[src/gsrp_pkg.sv]
// Shared types, constants and helpers for the GPIO serial clock port.
// Depends on nothing; every other file takes its names from here.
`default_nettype none
package gsrp_pkg;

	// Field widths of one bus access and of one result
	localparam int FUNC_W    = 1;
	localparam int OFFSET_W  = 3;
	localparam int WDATA_W   = 16;
	localparam int YEAR_W    = 7;
	localparam int MONTH_W   = 4;
	localparam int DAY_W     = 5;
	localparam int WEEKDAY_W = 3;
	localparam int HOUR_W    = 5;
	localparam int MINUTE_W  = 6;
	localparam int SECOND_W  = 6;
	localparam int RDATA_W   = 8;

	// Bus function codes
	localparam logic FUNC_READ  = 1'b0;
	localparam logic FUNC_WRITE = 1'b1;

	// Register offsets (low byte of each halfword register)
	localparam logic [OFFSET_W-1:0] OFF_DATA      = 3'd0;
	localparam logic [OFFSET_W-1:0] OFF_DIRECTION = 3'd2;
	localparam logic [OFFSET_W-1:0] OFF_CONTROL   = 3'd4;

	// Pin bit positions in the data and direction registers
	localparam int PIN_SCK = 0;
	localparam int PIN_SIO = 1;
	localparam int PIN_CS  = 2;

	// Control register bit that makes data and direction readable
	localparam int CTRL_READ_EN = 0;

	// Serial command byte
	localparam logic [3:0] CMD_MAGIC    = 4'h6;
	localparam int         CMD_READ_BIT = 7;
	localparam logic [2:0] CMD_RESET    = 3'd0;
	localparam logic [2:0] CMD_DATETIME = 3'd2;
	localparam logic [2:0] CMD_STATUS   = 3'd4;
	localparam logic [2:0] CMD_TIME     = 3'd6;

	// Status register bit selecting 24-hour form
	localparam int STATUS_24H = 6;

	// Number of parameter bytes for each command register
	localparam logic [2:0] BYTE_COUNTS [8] = '{3'd0, 3'd0, 3'd7, 3'd0, 3'd1, 3'd0, 3'd3, 3'd0};

	localparam int DATETIME_BYTES = 7;
	localparam int TIME_BYTES     = 3;
	localparam int TIME_START     = 4;

	typedef logic [7:0] byte_t;

	// Two-digit BCD of a 7-bit value; tens wrap modulo ten.
	// v / 10 is taken as (v * 205) >> 11, exact for all 7-bit values.
	function automatic byte_t to_bcd(input logic [6:0] v);
		logic [17:0] prod;
		logic [3:0]  tens;
		logic [6:0]  rem;
		prod = 18'(v) * 18'd205;
		tens = prod[14:11];
		rem  = v - 7'(tens) * 7'd10;
		if (tens >= 4'd10) begin
			tens = tens - 4'd10;
		end
		return {tens, rem[3:0]};
	endfunction

endpackage
`default_nettype wire

[src/gsrp_req_if.sv]
// Request channel of the port: one bus access plus the current time.
// Depends on gsrp_pkg for the field widths.
`default_nettype none
interface gsrp_req_if;
	logic                              valid;
	logic                              ready;
	logic [gsrp_pkg::FUNC_W-1:0]       func;
	logic [gsrp_pkg::OFFSET_W-1:0]     offset;
	logic [gsrp_pkg::WDATA_W-1:0]      wdata;
	logic [gsrp_pkg::YEAR_W-1:0]       year;
	logic [gsrp_pkg::MONTH_W-1:0]      month;
	logic [gsrp_pkg::DAY_W-1:0]        day;
	logic [gsrp_pkg::WEEKDAY_W-1:0]    weekday;
	logic [gsrp_pkg::HOUR_W-1:0]       hour;
	logic [gsrp_pkg::MINUTE_W-1:0]     minute;
	logic [gsrp_pkg::SECOND_W-1:0]     second;

	modport source (
		output valid, func, offset, wdata, year, month, day, weekday, hour, minute, second,
		input  ready
	);
	modport sink (
		input  valid, func, offset, wdata, year, month, day, weekday, hour, minute, second,
		output ready
	);
endinterface
`default_nettype wire

[src/gsrp_rsp_if.sv]
// Response channel of the port: hit flag and read byte.
// Depends on gsrp_pkg for the field widths.
`default_nettype none
interface gsrp_rsp_if;
	logic                           valid;
	logic                           ready;
	logic                           handled;
	logic [gsrp_pkg::RDATA_W-1:0]   rdata;

	modport source (
		output valid, handled, rdata,
		input  ready
	);
	modport sink (
		input  valid, handled, rdata,
		output ready
	);
endinterface
`default_nettype wire

[src/gpio_serial_rtc_port.sv]
// GPIO port with data, direction and control registers driving a three-wire serial clock.
// Depends on gsrp_pkg, gsrp_req_if and gsrp_rsp_if.
//
// Each request transfer is one bus access and yields exactly one response transfer, which
// appears in the result register in the cycle after acceptance. Requests are taken every
// cycle as long as the result register is empty or is being drained in the same cycle,
// so the sustained rate is one access per clock; the single result register sets both
// the latency and the point where back-pressure from the response side stops the request
// side. Writes to the data register that raise SCK while CS is high advance the serial
// clock by one bit; a completed time or date-time read command loads the parameter buffer
// with BCD time taken from the same request. The parameter buffer powers up undefined
// and needs no clearing pass.
`default_nettype none
module gpio_serial_rtc_port #(
	parameter int MAX_BYTES = 7
) (
	input  wire          clk,
	input  wire          arst_n,
	gsrp_req_if.sink     req,
	gsrp_rsp_if.source   rsp
);

	localparam int IDX_W = $clog2(MAX_BYTES);

	localparam logic [1:0] PH_IDLE    = 2'd0;
	localparam logic [1:0] PH_COMMAND = 2'd1;
	localparam logic [1:0] PH_IN      = 2'd2;
	localparam logic [1:0] PH_OUT     = 2'd3;

	// Architectural state
	logic [15:0]     pin_data_q, pin_direction_q, port_control_q;
	logic            chip_sio_out_q;
	logic [7:0]      clock_status_q;
	logic [1:0]      phase_q;
	logic [3:0]      bit_count_q;
	logic [7:0]      command_shift_q;
	logic [2:0]      command_index_q;
	logic            command_is_read_q;
	gsrp_pkg::byte_t byte_buffer_q [MAX_BYTES];
	logic [2:0]      byte_position_q, byte_total_q;

	// Next state
	logic [15:0]     pin_data_d, pin_direction_d, port_control_d;
	logic            chip_sio_out_d;
	logic [7:0]      clock_status_d;
	logic [1:0]      phase_d;
	logic [3:0]      bit_count_d;
	logic [7:0]      command_shift_d;
	logic [2:0]      command_index_d;
	logic            command_is_read_d;
	gsrp_pkg::byte_t byte_buffer_d [MAX_BYTES];
	logic [2:0]      byte_position_d, byte_total_d;

	// Result register
	logic            rsp_valid_q;
	logic            handled_q;
	logic [7:0]      rdata_q;

	logic            accept;
	logic            hit;
	logic [7:0]      rd_byte;

	// Time bytes in BCD, in serial order
	gsrp_pkg::byte_t time_bcd [gsrp_pkg::DATETIME_BYTES];
	logic [4:0]      hour_sel;

	assign req.ready   = !rsp_valid_q || rsp.ready;
	assign accept      = req.valid && req.ready;
	assign rsp.valid   = rsp_valid_q;
	assign rsp.handled = handled_q;
	assign rsp.rdata   = rdata_q;

	always_comb begin
		hour_sel = req.hour;
		if (!clock_status_q[gsrp_pkg::STATUS_24H]) begin
			if (req.hour >= 5'd24) begin
				hour_sel = req.hour - 5'd24;
			end else if (req.hour >= 5'd12) begin
				hour_sel = req.hour - 5'd12;
			end
		end
		time_bcd[0] = gsrp_pkg::to_bcd(req.year);
		time_bcd[1] = gsrp_pkg::to_bcd({3'd0, req.month});
		time_bcd[2] = gsrp_pkg::to_bcd({2'd0, req.day});
		time_bcd[3] = gsrp_pkg::to_bcd({4'd0, req.weekday});
		time_bcd[4] = gsrp_pkg::to_bcd({2'd0, hour_sel});
		time_bcd[5] = gsrp_pkg::to_bcd({1'b0, req.minute});
		time_bcd[6] = gsrp_pkg::to_bcd({1'b0, req.second});
	end

	// Read path works on the state before this access.
	always_comb begin
		logic [15:0] reg_val;
		reg_val = '0;
		hit     = 1'b0;
		if (req.func == gsrp_pkg::FUNC_READ) begin
			if (req.offset[2:1] == gsrp_pkg::OFF_CONTROL[2:1]) begin
				hit     = 1'b1;
				reg_val = port_control_q;
			end else if (port_control_q[gsrp_pkg::CTRL_READ_EN] && !req.offset[2]) begin
				hit = 1'b1;
				if (req.offset[2:1] == gsrp_pkg::OFF_DATA[2:1]) begin
					reg_val = pin_data_q;
					if (!pin_direction_q[gsrp_pkg::PIN_SIO]) begin
						reg_val[gsrp_pkg::PIN_SIO] = chip_sio_out_q;
					end
				end else begin
					reg_val = pin_direction_q;
				end
			end
		end
		rd_byte = req.offset[0] ? reg_val[15:8] : reg_val[7:0];
	end

	// Write path and serial clock engine
	always_comb begin
		logic       old_cs, new_cs, sio;
		logic [1:0] phase_mid;
		logic [3:0] bit_mid;
		logic [7:0] shift_mid;
		logic [2:0] b;
		logic [3:0] bc;
		logic [2:0] idx;
		logic [2:0] total;
		logic       pos_ok;
		logic [IDX_W-1:0] pos_idx;

		pin_data_d        = pin_data_q;
		pin_direction_d   = pin_direction_q;
		port_control_d    = port_control_q;
		chip_sio_out_d    = chip_sio_out_q;
		clock_status_d    = clock_status_q;
		phase_d           = phase_q;
		bit_count_d       = bit_count_q;
		command_shift_d   = command_shift_q;
		command_index_d   = command_index_q;
		command_is_read_d = command_is_read_q;
		byte_buffer_d     = byte_buffer_q;
		byte_position_d   = byte_position_q;
		byte_total_d      = byte_total_q;

		old_cs    = pin_data_q[gsrp_pkg::PIN_CS];
		new_cs    = req.wdata[gsrp_pkg::PIN_CS];
		sio       = req.wdata[gsrp_pkg::PIN_SIO];
		phase_mid = phase_q;
		bit_mid   = bit_count_q;
		shift_mid = command_shift_q;
		b         = '0;
		bc        = '0;
		idx       = '0;
		total     = '0;
		pos_ok    = ({1'b0, byte_position_q} < 4'(MAX_BYTES));
		pos_idx   = byte_position_q[IDX_W-1:0];

		if (req.func == gsrp_pkg::FUNC_WRITE) begin
			case (req.offset)
				gsrp_pkg::OFF_CONTROL: begin
					port_control_d = req.wdata;
				end
				gsrp_pkg::OFF_DIRECTION: begin
					pin_direction_d = req.wdata;
				end
				gsrp_pkg::OFF_DATA: begin
					pin_data_d = req.wdata;
					if (new_cs && !old_cs) begin
						phase_mid = PH_COMMAND;
						bit_mid   = '0;
						shift_mid = '0;
					end else if (!new_cs && old_cs) begin
						phase_mid = PH_IDLE;
					end
					phase_d         = phase_mid;
					bit_count_d     = bit_mid;
					command_shift_d = shift_mid;

					if (new_cs && req.wdata[gsrp_pkg::PIN_SCK] &&
					    !pin_data_q[gsrp_pkg::PIN_SCK]) begin
						b  = bit_mid[2:0];
						bc = {1'b0, b} + 4'd1;
						case (phase_mid)
							PH_COMMAND: begin
								shift_mid       = shift_mid | (8'(sio) << b);
								command_shift_d = shift_mid;
								bit_count_d     = bc;
								if (bc == 4'd8) begin
									// Command byte complete: decode and set up the buffer.
									idx               = shift_mid[6:4];
									command_index_d   = idx;
									command_is_read_d = shift_mid[gsrp_pkg::CMD_READ_BIT];
									bit_count_d       = '0;
									byte_position_d   = '0;
									if (shift_mid[3:0] != gsrp_pkg::CMD_MAGIC) begin
										phase_d = PH_IDLE;
									end else begin
										total        = gsrp_pkg::BYTE_COUNTS[idx];
										byte_total_d = total;
										if (idx == gsrp_pkg::CMD_RESET) begin
											clock_status_d = '0;
											phase_d        = PH_IDLE;
										end else if (total == 3'd0) begin
											phase_d = PH_IDLE;
										end else if (shift_mid[gsrp_pkg::CMD_READ_BIT]) begin
											if (idx == gsrp_pkg::CMD_STATUS) begin
												byte_buffer_d[0] = clock_status_q;
											end else if (idx == gsrp_pkg::CMD_TIME) begin
												for (int i = 0; i < gsrp_pkg::TIME_BYTES; i++) begin
													byte_buffer_d[i] =
														time_bcd[i + gsrp_pkg::TIME_START];
												end
											end else begin
												for (int i = 0; i < gsrp_pkg::DATETIME_BYTES;
												     i++) begin
													byte_buffer_d[i] = time_bcd[i];
												end
											end
											phase_d = PH_OUT;
										end else begin
											for (int i = 0; i < MAX_BYTES; i++) begin
												if (4'(i) < {1'b0, total}) begin
													byte_buffer_d[i] = '0;
												end
											end
											phase_d = PH_IN;
										end
									end
								end
							end
							PH_IN: begin
								if (pos_ok) begin
									byte_buffer_d[pos_idx] =
										byte_buffer_q[pos_idx] | (8'(sio) << b);
								end
								bit_count_d = bc;
								if (bc == 4'd8) begin
									bit_count_d     = '0;
									byte_position_d = byte_position_q + 3'd1;
									if ({1'b0, byte_position_q} + 4'd1 >=
									    {1'b0, byte_total_q}) begin
										if (command_index_q == gsrp_pkg::CMD_STATUS) begin
											clock_status_d = byte_buffer_d[0];
										end
										phase_d = PH_IDLE;
									end
								end
							end
							PH_OUT: begin
								chip_sio_out_d = pos_ok ? byte_buffer_q[pos_idx][b] : 1'b0;
								bit_count_d    = bc;
								if (bc == 4'd8) begin
									bit_count_d     = '0;
									byte_position_d = byte_position_q + 3'd1;
									if ({1'b0, byte_position_q} + 4'd1 >=
									    {1'b0, byte_total_q}) begin
										phase_d = PH_IDLE;
									end
								end
							end
							default: begin
							end
						endcase
					end
				end
				default: begin
				end
			endcase
		end
	end

	always_ff @(posedge clk or negedge arst_n) begin
		if (!arst_n) begin
			pin_data_q        <= '0;
			pin_direction_q   <= '0;
			port_control_q    <= '0;
			chip_sio_out_q    <= 1'b0;
			clock_status_q    <= '0;
			phase_q           <= PH_IDLE;
			bit_count_q       <= '0;
			command_shift_q   <= '0;
			command_index_q   <= '0;
			command_is_read_q <= 1'b0;
			byte_position_q   <= '0;
			byte_total_q      <= '0;
		end else if (accept) begin
			pin_data_q        <= pin_data_d;
			pin_direction_q   <= pin_direction_d;
			port_control_q    <= port_control_d;
			chip_sio_out_q    <= chip_sio_out_d;
			clock_status_q    <= clock_status_d;
			phase_q           <= phase_d;
			bit_count_q       <= bit_count_d;
			command_shift_q   <= command_shift_d;
			command_index_q   <= command_index_d;
			command_is_read_q <= command_is_read_d;
			byte_position_q   <= byte_position_d;
			byte_total_q      <= byte_total_d;
		end
	end

	always_ff @(posedge clk) begin
		if (accept) begin
			byte_buffer_q <= byte_buffer_d;
		end
	end

	// Result register: loaded on each request transfer, held until the response transfer.
	always_ff @(posedge clk or negedge arst_n) begin
		if (!arst_n) begin
			rsp_valid_q <= 1'b0;
		end else if (accept) begin
			rsp_valid_q <= 1'b1;
		end else if (rsp.ready) begin
			rsp_valid_q <= 1'b0;
		end
	end

	always_ff @(posedge clk) begin
		if (accept) begin
			if (req.func == gsrp_pkg::FUNC_READ) begin
				handled_q <= hit;
				rdata_q   <= hit ? rd_byte : 8'd0;
			end else begin
				handled_q <= (req.offset == gsrp_pkg::OFF_DATA) ||
				             (req.offset == gsrp_pkg::OFF_DIRECTION) ||
				             (req.offset == gsrp_pkg::OFF_CONTROL);
				rdata_q   <= 8'd0;
			end
		end
	end

endmodule
`default_nettype wire

[src/flat_wrapper.sv]
// flat-port wrapper written by rule: the top's interface ports become plain ports
module gpio_serial_rtc_port_flat 
#(
	parameter int MAX_BYTES = 7
)
  (clk, arst_n, req_valid, req_func, req_offset, req_wdata, req_year, req_month, req_day, req_weekday, req_hour, req_minute, req_second, req_ready, rsp_valid, rsp_handled, rsp_rdata, rsp_ready);
  gsrp_req_if req_i ();
  gsrp_rsp_if rsp_i ();
  input  wire clk;
  input  wire arst_n;
  input wire logic [$bits(req_i.valid)-1:0] req_valid;
  input wire logic [$bits(req_i.func)-1:0] req_func;
  input wire logic [$bits(req_i.offset)-1:0] req_offset;
  input wire logic [$bits(req_i.wdata)-1:0] req_wdata;
  input wire logic [$bits(req_i.year)-1:0] req_year;
  input wire logic [$bits(req_i.month)-1:0] req_month;
  input wire logic [$bits(req_i.day)-1:0] req_day;
  input wire logic [$bits(req_i.weekday)-1:0] req_weekday;
  input wire logic [$bits(req_i.hour)-1:0] req_hour;
  input wire logic [$bits(req_i.minute)-1:0] req_minute;
  input wire logic [$bits(req_i.second)-1:0] req_second;
  output wire logic [$bits(req_i.ready)-1:0] req_ready;
  output wire logic [$bits(rsp_i.valid)-1:0] rsp_valid;
  output wire logic [$bits(rsp_i.handled)-1:0] rsp_handled;
  output wire logic [$bits(rsp_i.rdata)-1:0] rsp_rdata;
  input wire logic [$bits(rsp_i.ready)-1:0] rsp_ready;
  assign req_i.valid = req_valid;
  assign req_i.func = req_func;
  assign req_i.offset = req_offset;
  assign req_i.wdata = req_wdata;
  assign req_i.year = req_year;
  assign req_i.month = req_month;
  assign req_i.day = req_day;
  assign req_i.weekday = req_weekday;
  assign req_i.hour = req_hour;
  assign req_i.minute = req_minute;
  assign req_i.second = req_second;
  assign req_ready = req_i.ready;
  assign rsp_valid = rsp_i.valid;
  assign rsp_handled = rsp_i.handled;
  assign rsp_rdata = rsp_i.rdata;
  assign rsp_i.ready = rsp_ready;
  gpio_serial_rtc_port #(.MAX_BYTES(MAX_BYTES)) u_core (.clk(clk), .arst_n(arst_n), .req(req_i), .rsp(rsp_i));
endmodule
[config.mk]
export PLATFORM = sky130hd
export DESIGN_NAME = gpio_serial_rtc_port_flat
export DESIGN_NICKNAME = d
export VERILOG_FILES = /design/src/gsrp_pkg.sv /design/src/gsrp_req_if.sv /design/src/gsrp_rsp_if.sv /design/src/gpio_serial_rtc_port.sv /design/src/flat_wrapper.sv
export SDC_FILE = /design/constraint.sdc
export NUM_CORES = 1
export LEC_CHECK = 0
export ABC_CLOCK_PERIOD_IN_PS = 4700
export BUFFER_PORTS_ARGS = -buffer_cell sky130_fd_sc_hd__clkbuf_2
export CORE_ASPECT_RATIO = 1.75
export CORE_MARGIN = 3
export CORE_UTILIZATION = 45
export CTS_BUF_LIST = sky130_fd_sc_hd__clkbuf_8
export DETAILED_ROUTE_END_ITERATION = 10
export SKIP_LAST_GASP = 1
export SLEW_MARGIN = 20
export SYNTH_ARGS = -nofsm -noshare
export SYNTH_HDL_FRONTEND = slang
export SYNTH_SLANG_ARGS = --single-unit
[constraint.sdc]
create_clock -name clk -period 4.7 [get_ports clk]
set_input_delay 0.47 -clock clk [delete_from_list [all_inputs] [get_ports clk]]
set_output_delay 0.47 -clock clk [all_outputs]
set_load 0.01 [all_outputs]
==> results by group <==
Run status
  • Status: complete, but fails checks
  • Failing checks: negative setup slack

Global routing
  • Met2 Use GR: 42.5%
  • Initial antenna violation count: 0
  • Largest net degree at the start of global routing: 58
  • Global Route Usage Sum: between 20% and 30%
  • Number of global-route vias before repair: 9893
  • First-pass GRT wire length: approximately 48000 um
  • Met3 Resource Use GR: ~2.4%
  • Grt total ovfl: 0
  • Met1 usage: about a fifth
  • GR peak layer: met2

Critical path
  • Reg2Reg Setup Slack: -200 ps
  • Reg2reg end: u_core.byte_buffer_q[51]
  • Cells on worst reg2reg path: 20
  • Worst path cell trace: clkbuf_16, ha_4, or3b_4, a2111oi_4, xnor2_2, ha_4, ha_4, fa_2, ha_4, nand4_1, or4_1, a31oi_1, a211o_1, xor2_1, inv_1, ha_2, inv_2, fa_2, xnor2_2, xnor3_1, nand2_1, a31o_2
  • Critical Path Fanout Max: 4
  • CP Capture Type: register
  • Critical path class: input port to register
  • Most used cell, CP: ha_4
  • Worst reg2reg path startpoint: u_core.clock_status_q[6]
  • CP max stage delay: about 480 ps
  • Worst endpoint required time: approximately 4900 ps
  • CP arrival: around 5200 ps
  • CP max stage cell: fa_2
  • Critical path startpoint category: input port

Yosys
  • Mux contribution to synthesized area: ~7.7%
  • Mean post-synth cell area: between 9 and 10 sq um
  • FFs w/ async S/R, synth: between 50% and 60%
  • Syn nets: 1433
  • Largest family of logic cells by synthesized area: adder cells
  • Synth warnings: 0
  • Top cells by area, synth: ha_1 (17%), dfrtp_1 (17%), edfxtp_1 (17%)
  • Syn Inst Count: roughly 1200
  • Synthesized area: 0.0117 sq mm
  • Number of synthesized flops with an enable pin: 65
  • Seq/Total Area, Yosys: roughly a third
  • Yosys reg bits: approximately 150
  • Post-synthesis simple-gate area fraction: 12.8%
  • Post-synthesis xor/xnor area fraction: under 10%
  • Post-synth top area cell: ha_1
  • Ys flop type: dfrtp_1
  • Post-synth top area share: between 15 and 20%
  • Adder-cell share of the synthesized area: roughly 22%
  • Compound-gate portion of the synthesized area: 15.0%
  • Yosys cell types: approximately 80

STA
  • Worst Slack Setup Final: -265 ps
  • Final period util: 106%
  • Final setup viols: 4
  • Final Hold Fails: 0
  • Worst-margin pin slew: between 900 and 1000 ps
  • Relative slew slack: around two fifths
  • Upper clock frequency limit: between 200 and 250 MHz
  • RSZ-0062 raised after global routing: yes
  • Setup TNS after final layout: -651 ps
  • Min Tclk post-route: 4970 ps
  • Final slew viol count: 0
  • Clk_skew: between 10 and 15 ps
  • Min Hold Slack: roughly 230 ps

Detailed routing
  • First-pass detailed-route iteration total: 5
  • Antenna viol nets, final: 0
  • Post-DR wirelength/cell: approximately 18 um
  • Vias after detailed routing: 9413
  • Final wirelength: between 20000 and 30000 um
  • First DRT Iteration DRCs: between 400 and 500
  • DRC errors left: 0
  • Via density: 5.73

Hold path
  • Worst Hold Depth: 2
  • Min-delay src: req_valid
  • Hold EP: u_core.rsp.valid
  • Hold crit path type: input port to register

Pwr
  • Maximum VDD drop: approximately 0.17 mV
  • Static Leak: 6.35 nW
  • P per Cell Area: ~300 mW/mm^2
  • Power Total: just over 4 mW

Placement
  • DPL Wire Length: 23600 um
  • Pre-CTS setup slack: -808 ps
  • DP Cell Count: approximately 1600
  • Number of port buffers: 70
  • Placer congestion estimate: ~0.9

Clock tree
  • Clock transition at path regs: 90 ps
  • CTS buffer count: 17
  • Clk_lat worst skew: approximately 450 ps
  • CTS tree: built
  • Num Clock Sinks: around 150
  • Root Driver: clkbuf_8
  • Worst-case clock buffer depth: 2
  • H-tree levels: 4

Floorplanning
  • Die Y: about 220 um
  • DIE WIDTH: 128 um
  • # rows: between 70 and 80
  • Area of the core: 0.0254 sq mm
  • # IOs: 71
  • Starting Density: between 40% and 50%
  • Die area: 0.0280 sq mm

Finish
  • Syn-to-layout area delta: 16.0%
  • Post-Layout Cell Count: between 1500 and 2000
  • Layout cells sized above 1: between 20% and 30%
  • Nets@finish: 1563
  • Diodes inserted: 0

Run
  • Max-Cap Viols: 0
==> cells in the mapped netlist (6+ instances only) <==
cell type and instances:
clkbuf_1 43, mux4_2 6, nand3_1 19, o22ai_1 25, a211oi_1 7, mux2_2 57, nor2b_1 10, mux2i_1 9
dfrtp_1 80, nand2_1 130, o21a_1 7, xor2_1 9, or2_2 8, nor4_1 7, edfxtp_1 65, a22oi_1 15
a32o_1 6, fa_1 28, a31oi_1 10, a21oi_1 44, and2_1 11, a22o_1 6, o21ai_0 70, ha_1 161
a21o_1 8, xnor2_1 28, nor2_1 76, inv_1 111, o211ai_1 8, a221oi_1 6, nor3_1 15
==> placed cells by master (no fill, tap or decap), types with 8 or more instances in the layout <==
cell type	count
nor2_1	75
inv_1	108
a22oi_1	15
nand2_1	129
a21o_1	8
mux2_2	57
clkbuf_2	67
ha_1	153
clkbuf_8	19
or2_2	8
o21ai_0	67
a31oi_1	10
dfrtp_1	80
edfxtp_1	65
fa_1	26
nor2b_1	10
and2_1	10
xor2_1	9
mux2i_1	8
a21oi_1	43
o211ai_1	8
buf_4	91
o22ai_1	25
nand3_1	19
nor3_1	15
xnor2_1	25
==> how the worst max path moves through the flow <==
stage / from / end / slack, ps / cells after the start
after floorplan: req_hour[2] / u_core.byte_buffer_q[51] / -460 / 21
after global routing: req_hour[2] / u_core.byte_buffer_q[51] / -430 / 22
final: req_hour[2] / u_core.byte_buffer_q[51] / -270 / 22
after detailed placement: req_hour[2] / u_core.byte_buffer_q[51] / -810 / 25
after global placement: req_hour[2] / u_core.byte_buffer_q[51] / -670 / 22
after CTS: req_hour[2] / u_core.byte_buffer_q[51] / -240 / 22
==> where the power goes <==
| group | leakage [nW] | switching [mW] | internal (mW) |
|---|---|---|---|
| logic | 4.44 | 0.768 | 0.720 |
| registers | 1.70 | 0.0980 | 1.44 |
| clock network | 0.210 | 0.517 | 0.548 |
==> per-stage QoR <==
step	cell area, sq um	utilization (%)
global placement	12900	50.6
CTS	13500	53.0
detailed placement	12900	50.6
finish	13500	53.2
global route	13500	53.2
floorplan	11800	-
==> sequential cells by signal (all words and copies together) (netlist names) <==
name                    count
u_core.bit_count_q          3
u_core.byte_buffer_q       56
u_core.byte_position_q      3
u_core.byte_total_q         3
u_core.chip_sio_out_q       1
u_core.clock_status_q       8
u_core.command_index_q      3
u_core.command_shift_q      8
u_core.phase_q              2
u_core.pin_data_q          16
u_core.pin_direction_q     16
u_core.port_control_q      16
u_core.rsp.handled          1
u_core.rsp.rdata            8
u_core.rsp.valid            1
==> repair_timing <==
| action | 4_1_cts | 5_1_grt |
|---|---|---|
| hold buffers | 1 | 0 |
| endpoints found under the setup margin | 4 | 5 |
| pin swaps | 11 | 7 |
| hold endpoints to repair | 23 | 0 |
| resized for setup | 15 | 9 |
| gates cloned | 0 | 0 |
| setup buffers | 11 | 2 |
==> cells by family after synthesis <==
logic type	count (synthesis)
compound gates	260
xor+xnor	39
flops	145
mux	73
buf+inv	162
simple gates	316
fa+ha+maj	189
==> per-layer routing <==
layer / wire length (um) / vias to the layer above
li1: - / 4549
met1: 10600 / 4540
met2: 16600 / 239
met3: 863 / 85
met4: 1640 / 0
met5: 0 / -
==> area by class of cell <==
cell class | instances | area (sq um)
tap | 316 | 395
clock inverter | 14 | 176
multi-input combinational | 877 | 7270
clock buffer | 18 | 248
inverter | 112 | 420
sequential | 145 | 3950
timing repair buffer | 161 | 1070
fill | 2363 | 11900
==> worst max-delay path, delay by kind of cell <==
kind / cells / cell delay [ps]
AO/OA/AOI/OAI: 4 / 1020
XOR/XNOR: 4 / 640
AND/OR/NAND/NOR: 4 / 990
buffers and inverters: 3 / 230
adder cells (fa/ha/maj): 7 / 1820
Power figures use the tool's default switching activity.
